`config.mk`:
```
export PLATFORM = sky130hd
export DESIGN_NAME = inductive_steering_pd_controller_core_flat
export DESIGN_NICKNAME = d
export VERILOG_FILES = /design/src/rtl/isc_pkg.sv /design/src/rtl/isc_if.sv /design/src/rtl/inductive_steering_pd_controller_core.sv /design/src/rtl/isc_div.sv /design/src/rtl/isc_regs.sv /design/src/flat_wrapper.sv
export SDC_FILE = /design/constraint.sdc
export NUM_CORES = 2
export LEC_CHECK = 0
export BUFFER_PORTS_ARGS = -buffer_cell sky130_fd_sc_hd__clkbuf_2
export CAP_MARGIN = 5
export CORE_ASPECT_RATIO = 1.1
export CORE_MARGIN = 8
export CORE_UTILIZATION = 35
export CTS_CLUSTER_SIZE = 12
export DETAILED_ROUTE_END_ITERATION = 12
export SYNTH_ARGS = -nofsm -noshare
export SYNTH_HDL_FRONTEND = slang
export SYNTH_SLANG_ARGS = --single-unit
```
`constraint.sdc`:
```
create_clock -name clk -period 27.3 [get_ports clk]
set_clock_uncertainty 0.15 [all_clocks]
set_input_delay 2.73 -clock clk [delete_from_list [all_inputs] [get_ports clk]]
set_output_delay 2.73 -clock clk [all_outputs]
set_load 0.01 [all_outputs]
```
`src/rtl/isc_pkg.sv`:
```
//------------------------------------------------------------------------------
// isc_pkg
// Shared types and constants of the inductive steering PD controller.
//------------------------------------------------------------------------------
package isc_pkg;
	localparam int FRAC_BITS_DEF = 14;
	localparam int HIST_DEPTH_DEF = 4;
	localparam int SENSE_W = 13;
	localparam int DRIVE_W = 18;
	localparam int NUM_REGS = 8;
	localparam int ADDR_W = 5;

	typedef enum logic [2:0] {
		REG_MAIN_P = 3'd0, REG_MAIN_D = 3'd1, REG_ROUND_P = 3'd2, REG_ROUND_D = 3'd3,
		REG_TURN = 3'd4, REG_FREEZE = 3'd5, REG_DOWN = 3'd6, REG_GARAGE = 3'd7
	} reg_idx_t;

	typedef struct packed {
		logic [15:0] main_p;
		logic [15:0] main_d;
		logic [15:0] round_p;
		logic [15:0] round_d;
		logic [15:0] turn;
		logic [15:0] freeze;
		logic [15:0] down;
		logic [13:0] garage;
	} cfg_t;

	typedef struct packed {
		logic [SENSE_W-1:0] sense_h_left;
		logic [SENSE_W-1:0] sense_h_right;
		logic [SENSE_W-1:0] sense_v_left;
		logic [SENSE_W-1:0] sense_v_right;
	} in_item_t;

	typedef struct packed {
		logic signed [DRIVE_W-1:0] steer_drive;
		logic round_active;
		logic leave_pending;
		logic stop_request;
		logic garage_lamp;
		logic green_lamp;
		logic red_lamp;
	} out_item_t;
endpackage

```
`src/rtl/isc_if.sv`:
```
//------------------------------------------------------------------------------
// isc_if
// Valid/ready channel carrying one payload item.
//------------------------------------------------------------------------------
interface isc_if #(parameter type payload_t = logic) ();
	logic valid;
	logic ready;
	payload_t data;
	modport source (output valid, output data, input ready);
	modport sink (input valid, input data, output ready);
endinterface

```
`src/rtl/inductive_steering_pd_controller_core.sv`:
```
// Each transaction runs through two serial divisions (one quotient bit per cycle over
// FRAC_BITS+14 bits, plus start and finish) and two passes of the shift-add gain
// multiplier over the 16 gain bits; only one transaction is in flight at a time.
// A new transaction is taken as soon as the previous result sits in the output register.
// Reset (arst_n low) clears history, mode counters, lamps; down counter loads 100.
//------------------------------------------------------------------------------
// inductive_steering_pd_controller_core
// Steering PD controller with garage, stop and roundabout logic, serial datapath.
//------------------------------------------------------------------------------
module inductive_steering_pd_controller_core #(
	parameter int FRAC_BITS = isc_pkg::FRAC_BITS_DEF,
	parameter int HIST_DEPTH = isc_pkg::HIST_DEPTH_DEF
) (
	input  logic clk,
	input  logic arst_n,
	isc_if.sink in_ch,
	isc_if.source out_ch,
	input  logic psel,
	input  logic penable,
	input  logic pwrite,
	input  logic [isc_pkg::ADDR_W-1:0] paddr,
	input  logic [31:0] pwdata,
	output logic [31:0] prdata,
	output logic pready
);
	import isc_pkg::*;
	localparam int NUM_W = FRAC_BITS + 14;
	localparam int EW = FRAC_BITS + 2;
	localparam logic signed [EW-1:0] DLIM = EW'((7 << FRAC_BITS) / 10);
	localparam int AW = EW + 19;

	typedef enum logic [2:0] {S_IDLE, S_DIV_H, S_DIV_V, S_MUL_P, S_MUL_D, S_OUT} st_t;
	st_t st_q;
	cfg_t cfg;
	in_item_t in_q;
	logic [13:0] s0, s1, s2, s3;
	logic signed [EW-1:0] hist_h_q [HIST_DEPTH];
	logic signed [EW-1:0] hist_v_q [HIST_DEPTH];
	logic signed [EW-1:0] eh_q, ev_q, dh_q, dv_q;
	logic [1:0] garage_q;
	logic round_q, leave_q, stop_q;
	logic [15:0] turn_q, freeze_q, down_q;
	logic [4:0] blink_q;
	logic [2:0] lamp_q;
	logic div_start, div_done, div_neg;
	logic [NUM_W-1:0] div_num;
	logic [13:0] div_den;
	logic signed [NUM_W:0] div_quot;
	logic [15:0] mgain_q;
	logic signed [EW-1:0] mop_q;
	logic signed [AW-1:0] acc_q;
	logic [4:0] mcnt_q;
	logic out_v_q;
	out_item_t out_q;
	logic [13:0] da, db;
	logic signed [EW-1:0] en;
	logic signed [EW+3:0] dfull;
	logic signed [EW-1:0] dcl;
	logic signed [AW-1:0] shr;
	logic out_fire;

	isc_regs u_regs (.clk, .arst_n, .psel, .penable, .pwrite, .paddr, .pwdata,
		.prdata, .pready, .cfg);

	// Scaling by nine tenths (readings below 10 taken as 10) through a reciprocal multiply, exact for the reading range.
	function automatic logic [13:0] scale(input logic [12:0] v);
		logic [12:0] c;
		logic [32:0] p;
		c = (v < 13'd10) ? 13'd10 : v;
		p = 33'(17'(c) * 17'd9) * 33'd52429;
		return p[32:19];
	endfunction

	assign s0 = scale(in_q.sense_h_left);
	assign s1 = scale(in_q.sense_h_right);
	assign s2 = scale(in_q.sense_v_left);
	assign s3 = scale(in_q.sense_v_right);
	assign da = (st_q == S_DIV_H || st_q == S_IDLE) ? s0 : s2;
	assign db = (st_q == S_DIV_H || st_q == S_IDLE) ? s1 : s3;
	assign div_neg = da < db;
	assign div_num = NUM_W'(div_neg ? db - da : da - db) << FRAC_BITS;
	assign div_den = da + db;

	isc_div #(.NUM_W(NUM_W), .DEN_W(14)) u_div (.clk, .arst_n, .start(div_start),
		.neg(div_neg), .num(div_num), .den(div_den), .done(div_done), .quot(div_quot));

	assign en = EW'(div_quot);
	assign dfull = 5 * ((EW+4)'(en) - (EW+4)'(st_q == S_DIV_H ? hist_h_q[HIST_DEPTH-2]
		: hist_v_q[HIST_DEPTH-2]));
	assign dcl = (dfull > (EW+4)'(DLIM)) ? DLIM : (dfull < -(EW+4)'(DLIM)) ? -DLIM
		: EW'(dfull);
	assign shr = acc_q >>> FRAC_BITS;
	assign out_fire = (st_q == S_OUT) && (!out_v_q || out_ch.ready);
	assign in_ch.ready = (st_q == S_IDLE);
	assign out_ch.valid = out_v_q;
	assign out_ch.data = out_q;

	always_ff @(posedge clk) begin
		if (in_ch.valid && in_ch.ready) in_q <= in_ch.data;
	end

	always_ff @(posedge clk or negedge arst_n) begin
		logic [1:0] g;
		logic [2:0] lb;
		logic rf, lf;
		logic [15:0] tl, fl, dl;
		logic [4:0] bd;
		logic ent, lvc;
		if (!arst_n) begin
			st_q <= S_IDLE;
			div_start <= 1'b0;
			out_v_q <= 1'b0;
			garage_q <= '0; round_q <= 1'b0; leave_q <= 1'b0;
			turn_q <= '0; freeze_q <= '0; down_q <= 16'd100;
			blink_q <= '0; lamp_q <= '0;
			for (int i = 0; i < HIST_DEPTH; i++) begin
				hist_h_q[i] <= '0;
				hist_v_q[i] <= '0;
			end
		end else begin
			div_start <= (st_q == S_IDLE && in_ch.valid && in_ch.ready)
				|| (st_q == S_DIV_H && div_done);
			if (out_fire) out_v_q <= 1'b1;
			else if (out_ch.valid && out_ch.ready) out_v_q <= 1'b0;
			unique case (st_q)
				S_IDLE: if (in_ch.valid && in_ch.ready) begin
					st_q <= S_DIV_H;
				end
				S_DIV_H: if (div_done) begin
					eh_q <= en; dh_q <= dcl;
					for (int i = HIST_DEPTH - 1; i > 0; i--) hist_h_q[i] <= hist_h_q[i-1];
					hist_h_q[0] <= en;
					st_q <= S_DIV_V;
				end
				S_DIV_V: if (div_done) begin
					ev_q <= en; dv_q <= dcl;
					for (int i = HIST_DEPTH - 1; i > 0; i--) hist_v_q[i] <= hist_v_q[i-1];
					hist_v_q[0] <= en;
					// Mode and lamp update for this tick.
					g = garage_q; lb = lamp_q; rf = round_q; lf = leave_q;
					tl = turn_q; fl = freeze_q; dl = down_q; bd = blink_q;
					stop_q <= in_q.sense_h_left < 13'd300 && in_q.sense_h_right < 13'd300
						&& g > 2'd1;
					if (14'(in_q.sense_v_left) + 14'(in_q.sense_v_right) < cfg.garage
						&& 14'(in_q.sense_v_left) + 14'(in_q.sense_v_right) > 14'd25
						&& g == 2'd0) begin
						g = 2'd1; lb[0] = 1'b1;
					end
					if (in_q.sense_h_left > 13'd1000 && in_q.sense_h_right > 13'd1000
						&& g == 2'd1) begin
						g = 2'd2; lb[0] = 1'b0;
					end
					ent = s0 > 14'd2000 && s1 > 14'd2000 && (s2 > 14'd1200 || s3 > 14'd1200)
						&& fl == 16'd0;
					lvc = s0 > 14'd1300 && s1 > 14'd1300 && (s2 > 14'd1000 || s3 > 14'd1000)
						&& fl == 16'd0;
					if (ent) begin
						if (!lf) begin
							rf = 1'b1; lf = 1'b1; lb[1] = 1'b1;
							tl = cfg.turn; fl = cfg.freeze;
						end
					end else if (lvc && lf) begin
						lf = 1'b0; lb[2] = 1'b1; fl = cfg.freeze;
					end
					if (s0 < 14'd2000 && s1 < 14'd2000 && s2 > 14'd1000 && s3 > 14'd1000
						&& dl == 16'd0 && fl == 16'd0 && !lf)
						dl = cfg.down;
					if (dl != 16'd0) begin
						if (bd != 5'd0) bd = bd - 5'd1;
						else begin
							bd = 5'd30; lb[2] = ~lb[2];
						end
						dl = dl - 16'd1;
						if (dl == 16'd0) lb[2] = 1'b0;
					end
					if (fl != 16'd0) begin
						fl = fl - 16'd1;
						if (fl == 16'd0) lb[2:1] = 2'b00;
					end
					if (tl != 16'd0) begin
						tl = tl - 16'd1;
						if (tl == 16'd0) rf = 1'b0;
					end
					garage_q <= g; lamp_q <= lb; round_q <= rf; leave_q <= lf;
					turn_q <= tl; freeze_q <= fl; down_q <= dl; blink_q <= bd;
					acc_q <= '0;
					mgain_q <= rf ? cfg.round_p : cfg.main_p;
					mop_q <= rf ? en : eh_q;
					mcnt_q <= 5'd16;
					st_q <= S_MUL_P;
				end
				S_MUL_P, S_MUL_D: begin
					// Shift-add: one gain bit per cycle, LSB first.
					if (mgain_q[0]) acc_q <= acc_q + (AW'(mop_q) <<< (5'd16 - mcnt_q));
					if (mcnt_q == 5'd1 && st_q == S_MUL_P) begin
						mgain_q <= round_q ? cfg.round_d : cfg.main_d;
						mop_q <= round_q ? dv_q : dh_q;
						mcnt_q <= 5'd16;
						st_q <= S_MUL_D;
					end else begin
						mgain_q <= mgain_q >> 1;
						mcnt_q <= mcnt_q - 5'd1;
						if (mcnt_q == 5'd1) st_q <= S_OUT;
					end
				end
				S_OUT: if (out_fire) begin
					out_q.steer_drive <= (shr > AW'(131071)) ? 18'sd131071 :
						(shr < -AW'(131072)) ? -18'sd131072 : DRIVE_W'(shr);
					out_q.round_active <= round_q;
					out_q.leave_pending <= leave_q;
					out_q.stop_request <= stop_q;
					out_q.garage_lamp <= lamp_q[0];
					out_q.green_lamp <= lamp_q[1];
					out_q.red_lamp <= lamp_q[2];
					st_q <= S_IDLE;
				end
				default: st_q <= S_IDLE;
			endcase
		end
	end

	ap_ready_idle: assert property (@(posedge clk) disable iff (!arst_n)
		in_ch.ready |-> st_q == S_IDLE) else $error("ready outside idle");
	ap_garage: assert property (@(posedge clk) disable iff (!arst_n)
		garage_q != 2'd3) else $error("bad garage stage");
	ap_hold: assert property (@(posedge clk) disable iff (!arst_n)
		out_ch.valid && !out_ch.ready |=> $stable(out_q)) else $error("result changed");
	ap_blink: assert property (@(posedge clk) disable iff (!arst_n)
		blink_q <= 5'd30) else $error("blink divider overrun");
endmodule

```
`src/rtl/isc_div.sv`:
```
//------------------------------------------------------------------------------
// isc_div
// Bit-serial restoring divider, one quotient bit per cycle, with sign.
//------------------------------------------------------------------------------
module isc_div #(
	parameter int NUM_W = 28,
	parameter int DEN_W = 14
) (
	input  logic clk,
	input  logic arst_n,
	input  logic start,
	input  logic neg,
	input  logic [NUM_W-1:0] num,
	input  logic [DEN_W-1:0] den,
	output logic done,
	output logic signed [NUM_W:0] quot
);
	localparam int CW = $clog2(NUM_W + 1);
	logic [NUM_W-1:0] q_q;
	logic [DEN_W:0] rem_q;
	logic [DEN_W-1:0] den_q;
	logic [CW-1:0] cnt_q;
	logic busy_q, neg_q;
	logic [DEN_W+1:0] trial;

	assign trial = {rem_q, q_q[NUM_W-1]} - {2'b0, den_q};

	always_ff @(posedge clk or negedge arst_n) begin
		if (!arst_n) begin
			busy_q <= 1'b0;
			done <= 1'b0;
			cnt_q <= '0;
		end else begin
			done <= !start && busy_q && (cnt_q == CW'(1));
			if (start) begin
				busy_q <= 1'b1;
				cnt_q <= CW'(NUM_W);
			end else if (busy_q) begin
				cnt_q <= cnt_q - 1'b1;
				if (cnt_q == CW'(1)) busy_q <= 1'b0;
			end
		end
	end

	always_ff @(posedge clk) begin
		if (start) begin
			q_q <= num;
			rem_q <= '0;
			den_q <= den;
			neg_q <= neg;
		end else if (busy_q) begin
			if (!trial[DEN_W+1]) begin
				rem_q <= trial[DEN_W:0];
				q_q <= {q_q[NUM_W-2:0], 1'b1};
			end else begin
				rem_q <= {rem_q[DEN_W-1:0], q_q[NUM_W-1]};
				q_q <= {q_q[NUM_W-2:0], 1'b0};
			end
		end
	end

	assign quot = neg_q ? -$signed({1'b0, q_q}) : $signed({1'b0, q_q});
endmodule

```
`src/rtl/isc_regs.sv`:
```
//------------------------------------------------------------------------------
// isc_regs
// APB register file holding gains, tick counts and the garage threshold.
//------------------------------------------------------------------------------
module isc_regs (
	input  logic clk,
	input  logic arst_n,
	input  logic psel,
	input  logic penable,
	input  logic pwrite,
	input  logic [isc_pkg::ADDR_W-1:0] paddr,
	input  logic [31:0] pwdata,
	output logic [31:0] prdata,
	output logic pready,
	output isc_pkg::cfg_t cfg
);
	import isc_pkg::*;
	reg_idx_t idx;
	logic hit;
	assign idx = reg_idx_t'(paddr[4:2]);
	assign hit = (paddr[1:0] == 2'b00);
	assign pready = 1'b1;

	always_ff @(posedge clk or negedge arst_n) begin
		if (!arst_n) begin
			cfg <= '{main_p: '0, main_d: '0, round_p: '0, round_d: '0, turn: '0,
				freeze: '0, down: '0, garage: 14'd1500};
		end else if (psel && penable && pwrite && hit) begin
			unique case (idx)
				REG_MAIN_P: cfg.main_p <= pwdata[15:0];
				REG_MAIN_D: cfg.main_d <= pwdata[15:0];
				REG_ROUND_P: cfg.round_p <= pwdata[15:0];
				REG_ROUND_D: cfg.round_d <= pwdata[15:0];
				REG_TURN: cfg.turn <= pwdata[15:0];
				REG_FREEZE: cfg.freeze <= pwdata[15:0];
				REG_DOWN: cfg.down <= pwdata[15:0];
				REG_GARAGE: cfg.garage <= pwdata[13:0];
			endcase
		end
	end

	always_comb begin
		prdata = '0;
		if (hit) begin
			unique case (idx)
				REG_MAIN_P: prdata = {16'd0, cfg.main_p};
				REG_MAIN_D: prdata = {16'd0, cfg.main_d};
				REG_ROUND_P: prdata = {16'd0, cfg.round_p};
				REG_ROUND_D: prdata = {16'd0, cfg.round_d};
				REG_TURN: prdata = {16'd0, cfg.turn};
				REG_FREEZE: prdata = {16'd0, cfg.freeze};
				REG_DOWN: prdata = {16'd0, cfg.down};
				REG_GARAGE: prdata = {18'd0, cfg.garage};
			endcase
		end
	end
endmodule

```
`src/flat_wrapper.sv`:
```
// flat-port wrapper written by rule: the top's interface ports become plain ports
module inductive_steering_pd_controller_core_flat import isc_pkg::*;
#(
	parameter int FRAC_BITS = isc_pkg::FRAC_BITS_DEF,
	parameter int HIST_DEPTH = isc_pkg::HIST_DEPTH_DEF
)
  (clk, arst_n, psel, penable, pwrite, paddr, pwdata, prdata, pready, in_ch_valid, in_ch_data, in_ch_ready, out_ch_valid, out_ch_data, out_ch_ready);
  isc_if #(.payload_t(in_item_t)) in_ch_i ();
  isc_if #(.payload_t(out_item_t)) out_ch_i ();
  input  logic clk;
  input  logic arst_n;
  input  logic psel;
  input  logic penable;
  input  logic pwrite;
  input  logic [isc_pkg::ADDR_W-1:0] paddr;
  input  logic [31:0] pwdata;
  output logic [31:0] prdata;
  output logic pready;
  input wire logic [$bits(in_ch_i.valid)-1:0] in_ch_valid;
  input wire logic [$bits(in_ch_i.data)-1:0] in_ch_data;
  output wire logic [$bits(in_ch_i.ready)-1:0] in_ch_ready;
  output wire logic [$bits(out_ch_i.valid)-1:0] out_ch_valid;
  output wire logic [$bits(out_ch_i.data)-1:0] out_ch_data;
  input wire logic [$bits(out_ch_i.ready)-1:0] out_ch_ready;
  assign in_ch_i.valid = in_ch_valid;
  assign in_ch_i.data = in_ch_data;
  assign in_ch_ready = in_ch_i.ready;
  assign out_ch_valid = out_ch_i.valid;
  assign out_ch_data = out_ch_i.data;
  assign out_ch_i.ready = out_ch_ready;
  inductive_steering_pd_controller_core #(.FRAC_BITS(FRAC_BITS), .HIST_DEPTH(HIST_DEPTH)) u_core (.clk(clk), .arst_n(arst_n), .in_ch(in_ch_i), .out_ch(out_ch_i), .psel(psel), .penable(penable), .pwrite(pwrite), .paddr(paddr), .pwdata(pwdata), .prdata(prdata), .pready(pready));
endmodule
```
Yosys cells after proc, flatten, opt, wreduce, memory -nomap -nowiden
Index checks and enable logic that the tools add are counted.
- register bits: 549
- bits of input ports: 96
- output and inout port bits: 59
- word-level logic and storage cells: 294
- add/sub/neg operators: 15
- $mul: 9
- magnitude comparators: 26
- equal/unequal tests: 22
- shift-type cells: 1
- multiplexer cells: 91
- bitwise logic cells: 1
- reduce and logical (&&, ||, !) cells: 76
- operator list (cell ; count):
    $mux 16 ; 26
    $pmux 32 s8 ; 1
    $mul 17x16->33 const B ; 4
    $logic_not 16->1 ; 6
    $gt 14x11->1 const B ; 6
    $mux 35 ; 2
    $pmux 35 s2 ; 1
    $mul 13x4->17 const B ; 4
    $pmux 16 s2 ; 2
    $mux 28 ; 2
    $lt 13x4->1 const B ; 4
    $mux 13 ; 4
    $reduce_bool 16->1 ; 3
    $sub 16x1->16 const B ; 3
    $mux 14 ; 3
    $add 35x35->35 ; 1
    $sshl 16x5->35 ; 1
    $mul 4x32->20 const A ; 1
    $mux 32 ; 1
    $logic_and 1x1->1 ; 30
    $gt 14x10->1 const B ; 2
    $lt 14x11->1 const B ; 2
    $lt 14x14->1 ; 2
    $sub 14x14->14 ; 2
    other kinds (44) ; 128

Depth between registers and ports, before layout
- depth in word-level cells: 25
- depth in mapped cells: 67
- mapped depth without buffers: 60

Hierarchy
A second synthesis with hierarchy kept.
- cells, all modules: 6101
- area total of the unflattened synthesis: 57411.3 um^2
- modules (own cells, without submodules) (module ; instances ; cells each ; area an instance (um^2) ; seq. area each (um^2)):
    inductive_steering_pd_controller_core ; 1 ; 5215 ; 47337.9 ; 9948.3
    isc_regs ; 1 ; 480 ; 6038.3 ; 3161.8
    isc_div ; 1 ; 406 ; 4035.1 ; 1766.7

Least setup slack after synthesis
No wires, ideal clock.
- kind: register -> register
- start: register u_core.in_q[33] (netlist name)
- end: register u_core.lamp_q[2]
- setup time: 0.119 ns
- data arrival time: 13.888 ns
- required time: 27.031 ns
- path slack: 13.144 ns
- stages on the path, launching flop included: 62
- path buffers: 6
- period minus slack after synthesis: 14.156 ns
- cell sequence: edfxtp_1 or4_1 or4_4 and2_1 ha_1 ha_1 a21o_1 a21oi_1 o21bai_1 a21oi_1 o21bai_1 a21oi_1 o21bai_1 a21oi_1 nor2b_1 o21ai_0 xnor2_1 ha_1 [26 not listed] nand3_1 a211oi_1 o21bai_1 and4_1 clkbuf_1 clkbuf_1 a21oi_1 ha_1 clkbuf_1 nand2b_1 nand2b_1 nor3_1 mux2_2 a221oi_2 o211ai_1 a2111oi_0 nand4_1 o21a_1
- longest elaborated chain between the ends: 25
- elaborated cells between the ends (all ways): 49
- classes of those cells: add/sub (2); mul (2); order compare (4); mux (21); bitwise (1); reduce/logical (19)
- ends and longest elaborated chain (item ; line ; source):
    from (decl) ; inductive_steering_pd_controller_core.sv:35 ; in_item_t in_q;
    from (signal assigned) ; inductive_steering_pd_controller_core.sv:99 ; if (in_ch.valid && in_ch.ready) in_q <= in_ch.data;
    $lt 13x4->1 ; inductive_steering_pd_controller_core.sv:69 ; c = (v < 13'd10) ? 13'd10 : v;
    $mux 13 * ; inductive_steering_pd_controller_core.sv:69 ;
    $mul 13x4->17 * ; inductive_steering_pd_controller_core.sv:70 ; p = 33'(17'(c) * 17'd9) * 33'd52429;
    $mul 17x16->33 * ; inductive_steering_pd_controller_core.sv:70 ;
    $gt 14x11->1 ; inductive_steering_pd_controller_core.sv:155 ; lvc = s0 > 14'd1300 && s1 > 14'd1300 && (s2 > 14'd1000 || s3 > 14'd1000)
    $logic_and 1x1->1 (2 in series) ; inductive_steering_pd_controller_core.sv:155 ;
    $logic_and 1x1->1 ; inductive_steering_pd_controller_core.sv:156 ; && fl == 16'd0;
    $logic_and 1x1->1 ; inductive_steering_pd_controller_core.sv:162 ; end else if (lvc && lf) begin
    [8 not listed] ; -- ;
    $mux 16 ; inductive_steering_pd_controller_core.sv:135 ; S_DIV_V: if (div_done) begin
    $mux 16 ; inductive_steering_pd_controller_core.sv:125 ; unique case (st_q)
    $sub 16x1->16 ; inductive_steering_pd_controller_core.sv:173 ; dl = dl - 16'd1;
    $logic_not 16->1 ; inductive_steering_pd_controller_core.sv:174 ; if (dl == 16'd0) lb[2] = 1'b0;
    $mux 1 ; inductive_steering_pd_controller_core.sv:174 ;
    $mux 1 ; inductive_steering_pd_controller_core.sv:168 ; if (dl != 16'd0) begin
    $mux 2 ; inductive_steering_pd_controller_core.sv:178 ; if (fl == 16'd0) lb[2:1] = 2'b00;
    $mux 2 * ; inductive_steering_pd_controller_core.sv:176 ; if (fl != 16'd0) begin
    to (signal assigned) ; inductive_steering_pd_controller_core.sv:184 ; garage_q <= g; lamp_q <= lb; round_q <= rf; leave_q <= lf;
    to (decl) ; inductive_steering_pd_controller_core.sv:44 ; logic [2:0] lamp_q;
Mark *: on every way between the ends. The rest lies on a longest branch, timed or not. The select of a mux whose other input is x is not followed.
A chain may end at the register's enable or synchronous reset.

Final worst setup path
- start: register u_core.in_q[34] (netlist name)
- end: register u_core.lamp_q[2]
Same word-level chain as after synthesis.

==> flow_summary.json <==
{
  "outcome": "completed",
  "clock_tree.root_cell": "sky130_fd_sc_hd__clkbuf_16",
  "finalMaxSlewViolations": 0,
  "synthFlopType": "sky130_fd_sc_hd__dfrtp_1",
  "synth_enable_flop_cells": 226,
  "r2r-start": "u_core.in_q[34]",
  "clock_buffer_count_from_cts": 67,
  "tritoncts": "built",
  "holdBufCountCts": 0,
  "total_iterations_of_the_first_detailed_routing_run": 6,
  "postLayoutCoreUtil_pct": 38.5,
  "setup_violators_final": 0,
  "via_per_inst": 5.18,
  "postCtsSetupBuffers": 0,
  "chipHeight_um": 435,
  "overall_overflow_remaining_after_global_route": 0,
  "floorplan.die_area_um2": 172000,
  "setup_total_negative_slack_ns": 0,
  "max_slew_margin_pct": 11.8,
  "io_buffer_count": 121,
  "yosys_warnings": 0,
  "post_synth_instance_area_um2": 55800,
  "die_width_um": 397,
  "ys_types": 107,
  "first_global_vias": 42600,
  "timing.critical_path.required_ns": 27.70,
  "std_cell_rows": 153,
  "worst_r2r_path_depth": 57,
  "boundaryPins": 155,
  "critPathCaptureType": "register",
  "min-delay-start": "u_core.blink_q[4]",
  "hold_path.class": "register to register",
  "min_clock_period_post_route_ns": 17.33,
  "ctsHtreeMaxLevel": 3,
  "initial_core_util_pct": 35.3,
  "crit-reg2reg-capture": "u_core.lamp_q[2]",
  "layout.cells.most_common": "sky130_fd_sc_hd__inv_1",
  "critical_path.max_stage_delay_ns": 0.98,
  "placed_cells_incl_taps": 7916,
  "syn-instance-count": 5862,
  "post_route_cells_drive_above_1_share_pct": 9.16,
  "post-dp-hpwl_mm": 115,
  "gp_congestion": 0.909,
  "slew_at_the_pin_closest_to_its_max_slew_limit_ns": 1.32,
  "ctsLongestPathBuffers": 3,
  "core_region_area_um2": 158000,
  "cp.arrival_ns": 17.73,
  "number_of_max_cap_violations": 0,
  "grt_pass1_wl_mm": 231,
  "layout_worst_path_cycle_share_pct": 63.5,
  "startpoint_type": "register",
  "drcViolationCount": 0,
  "synth-seq-cells": 549,
  "worst_path_max_delay_cell": "sky130_fd_sc_hd__nor3_1",
  "clock_latency_ns": 0.66,
  "maximum_number_of_pins_on_one_net_before_global_route_repair": 80,
  "drtAntennaViolNets": 0,
  "finalHoldViolations": 0,
  "layout.nets": 7125,
  "timing.fmax_ghz": 0.0577,
  "start_to_end_type_of_the_worst_setup_path": "register to register",
  "async_reset_ff_share_pct": 53.6,
  "postCtsResizedCells": 0,
  "grt_setup_unrepaired": "false",
  "clkSlewWorstSetupHoldPaths_ns": 0.06,
  "vias": 41600,
  "crit_fanout": 27,
  "grt_antenna_before_repair": 2,
  "cts.sink_count": 549,
  "placedInstanceArea_um2": 58600,
  "finalWirelength_mm": 144,
  "drt_iter0_drc": 2465,
  "synth_area_per_cell_um2": 9.52,
  "layout.cells.most_common_list": "861 x sky130_fd_sc_hd__inv_1, 776 x sky130_fd_sc_hd__ha_1, 405 x sky130_fd_sc_hd__nand2_1",
  "holdPathEnd": "u_core.blink_q[4]",
  "grt_usage_pct": 16.4,
  "sequential_cell_area_fraction_in_the_yosys_report_pct": 26.4,
  "r2r_setup_slack_ns": 9.97,
  "stdcell_count": 8040,
  "syn_to_final_growth_pct": 9.10,
  "hold_path_depth": 1,
  "wl_per_cell_um": 17.9,
  "final_design_area_no_fill_um2": 60900
}
-- registers in the layout (all words and copies together) (netlist names), 16 cells and up --
signal,cells
u_core.u_regs.cfg,126
u_core.freeze_q,16
u_core.u_div.q_q,28
u_core.turn_q,16
u_core.hist_h_q,48
u_core.down_q,16
u_core.eh_q,16
u_core.mop_q,16
u_core.mgain_q,16
u_core.dh_q,16
u_core.acc_q,35
u_core.hist_v_q,48
u_core.in_q,52
u_core.out_ch.data,24
u_core.dv_q,16
-- critical path, delay by kind of cell (launching register included) --
family / cells / cell delay [ns]
DFF: 1 / 0.58
and+or+nand+nor: 16 / 5.09
xor gates and xnor gates: 1 / 0.64
AOI/OAI and AO/OA: 21 / 5.52
adders and majority gates: 12 / 4.66
buffers and inverters: 7 / 0.52
-- area by class of cell --
cell class | instances | area [µm²]
Sequential cell | 549 | 14700
Clock buffer | 94 | 1850
Antenna cell | 1 | 2.50
Fill cell | 15600 | 97400
Timing Repair Buffer | 168 | 968
Tap cell | 2092 | 2620
Inverter | 862 | 3240
Clock inverter | 29 | 384
Multi-Input combinational cell | 4245 | 37100
-- metal layers --
layer | vias to the layer above | share of wire (%) | track usage [%]
li1 | 20300 | - | -
met3 | 238 | 4.1 | 2.00
met1 | 20300 | 44 | 20.7
met5 | - | 0 | 0
met4 | 0 | 4.1 | 6.66
met2 | 895 | 48 | 28.3
-- cell families (layout without fill, tap and decap cells) --
group / after synthesis / after routing / synth area share (%)
simple gates: 1366 / 1366 / 11.8
fa+ha+maj: 1136 / 1136 / 30.3
compound gates: 1131 / 1131 / 13.0
buf+inv: 1083 / 1153 / 7.47
flops: 549 / 549 / 26.4
mux: 344 / 344 / 6.97
xor+xnor: 251 / 251 / 3.94
other cells: 2 / 18 / 0.0135
-- how the worst max path moves through the flow --
stage	start	to	slack, ns	cells past startpoint
2_1_floorplan	u_core.in_q[33]	u_core.lamp_q[2]	13.14	61
3_3_place_gp	u_core.in_q[34]	u_core.lamp_q[2]	10.18	56
3_5_place_dp	u_core.in_q[34]	u_core.lamp_q[2]	10.06	57
4_1_cts	u_core.in_q[34]	u_core.lamp_q[2]	10.01	56
5_1_grt	u_core.in_q[34]	u_core.lamp_q[2]	8.98	57
6_report	u_core.in_q[34]	u_core.lamp_q[2]	9.97	57
-- through the flow --
stage | hold WS (ns) | setup WS [ns]
3_3_place_gp | 0.292 | 10.18
3_5_place_dp | 0.300 | 10.06
6_report | 0.313 | 9.97
2_1_floorplan | 0.250 | 13.14
4_1_cts | 0.314 | 10.01
5_1_grt | 0.327 | 8.98
-- cells in the mapped netlist (115+ instances only) --
| cell type | count | share of area (%) |
|---|---|---|
| sky130_fd_sc_hd__edfxtp_1 | 226 | 12 |
| sky130_fd_sc_hd__xnor2_1 | 136 | 2.1 |
| sky130_fd_sc_hd__a21oi_1 | 322 | 2.9 |
| sky130_fd_sc_hd__mux2_2 | 172 | 3.5 |
| sky130_fd_sc_hd__fa_1 | 360 | 13 |
| sky130_fd_sc_hd__nor2_1 | 356 | 2.4 |
| sky130_fd_sc_hd__mux2i_1 | 153 | 2.7 |
| sky130_fd_sc_hd__clkbuf_1 | 185 | 1.2 |
| sky130_fd_sc_hd__xor2_1 | 115 | 1.8 |
| sky130_fd_sc_hd__inv_1 | 861 | 5.8 |
| sky130_fd_sc_hd__nand2_1 | 406 | 2.7 |
| sky130_fd_sc_hd__o21ai_0 | 252 | 2.3 |
| sky130_fd_sc_hd__ha_1 | 776 | 17 |
| sky130_fd_sc_hd__dfrtp_1 | 284 | 13 |
Power is not shown: default switching activity piles up to over one toggle a cycle in this logic, so the estimate is an artifact.
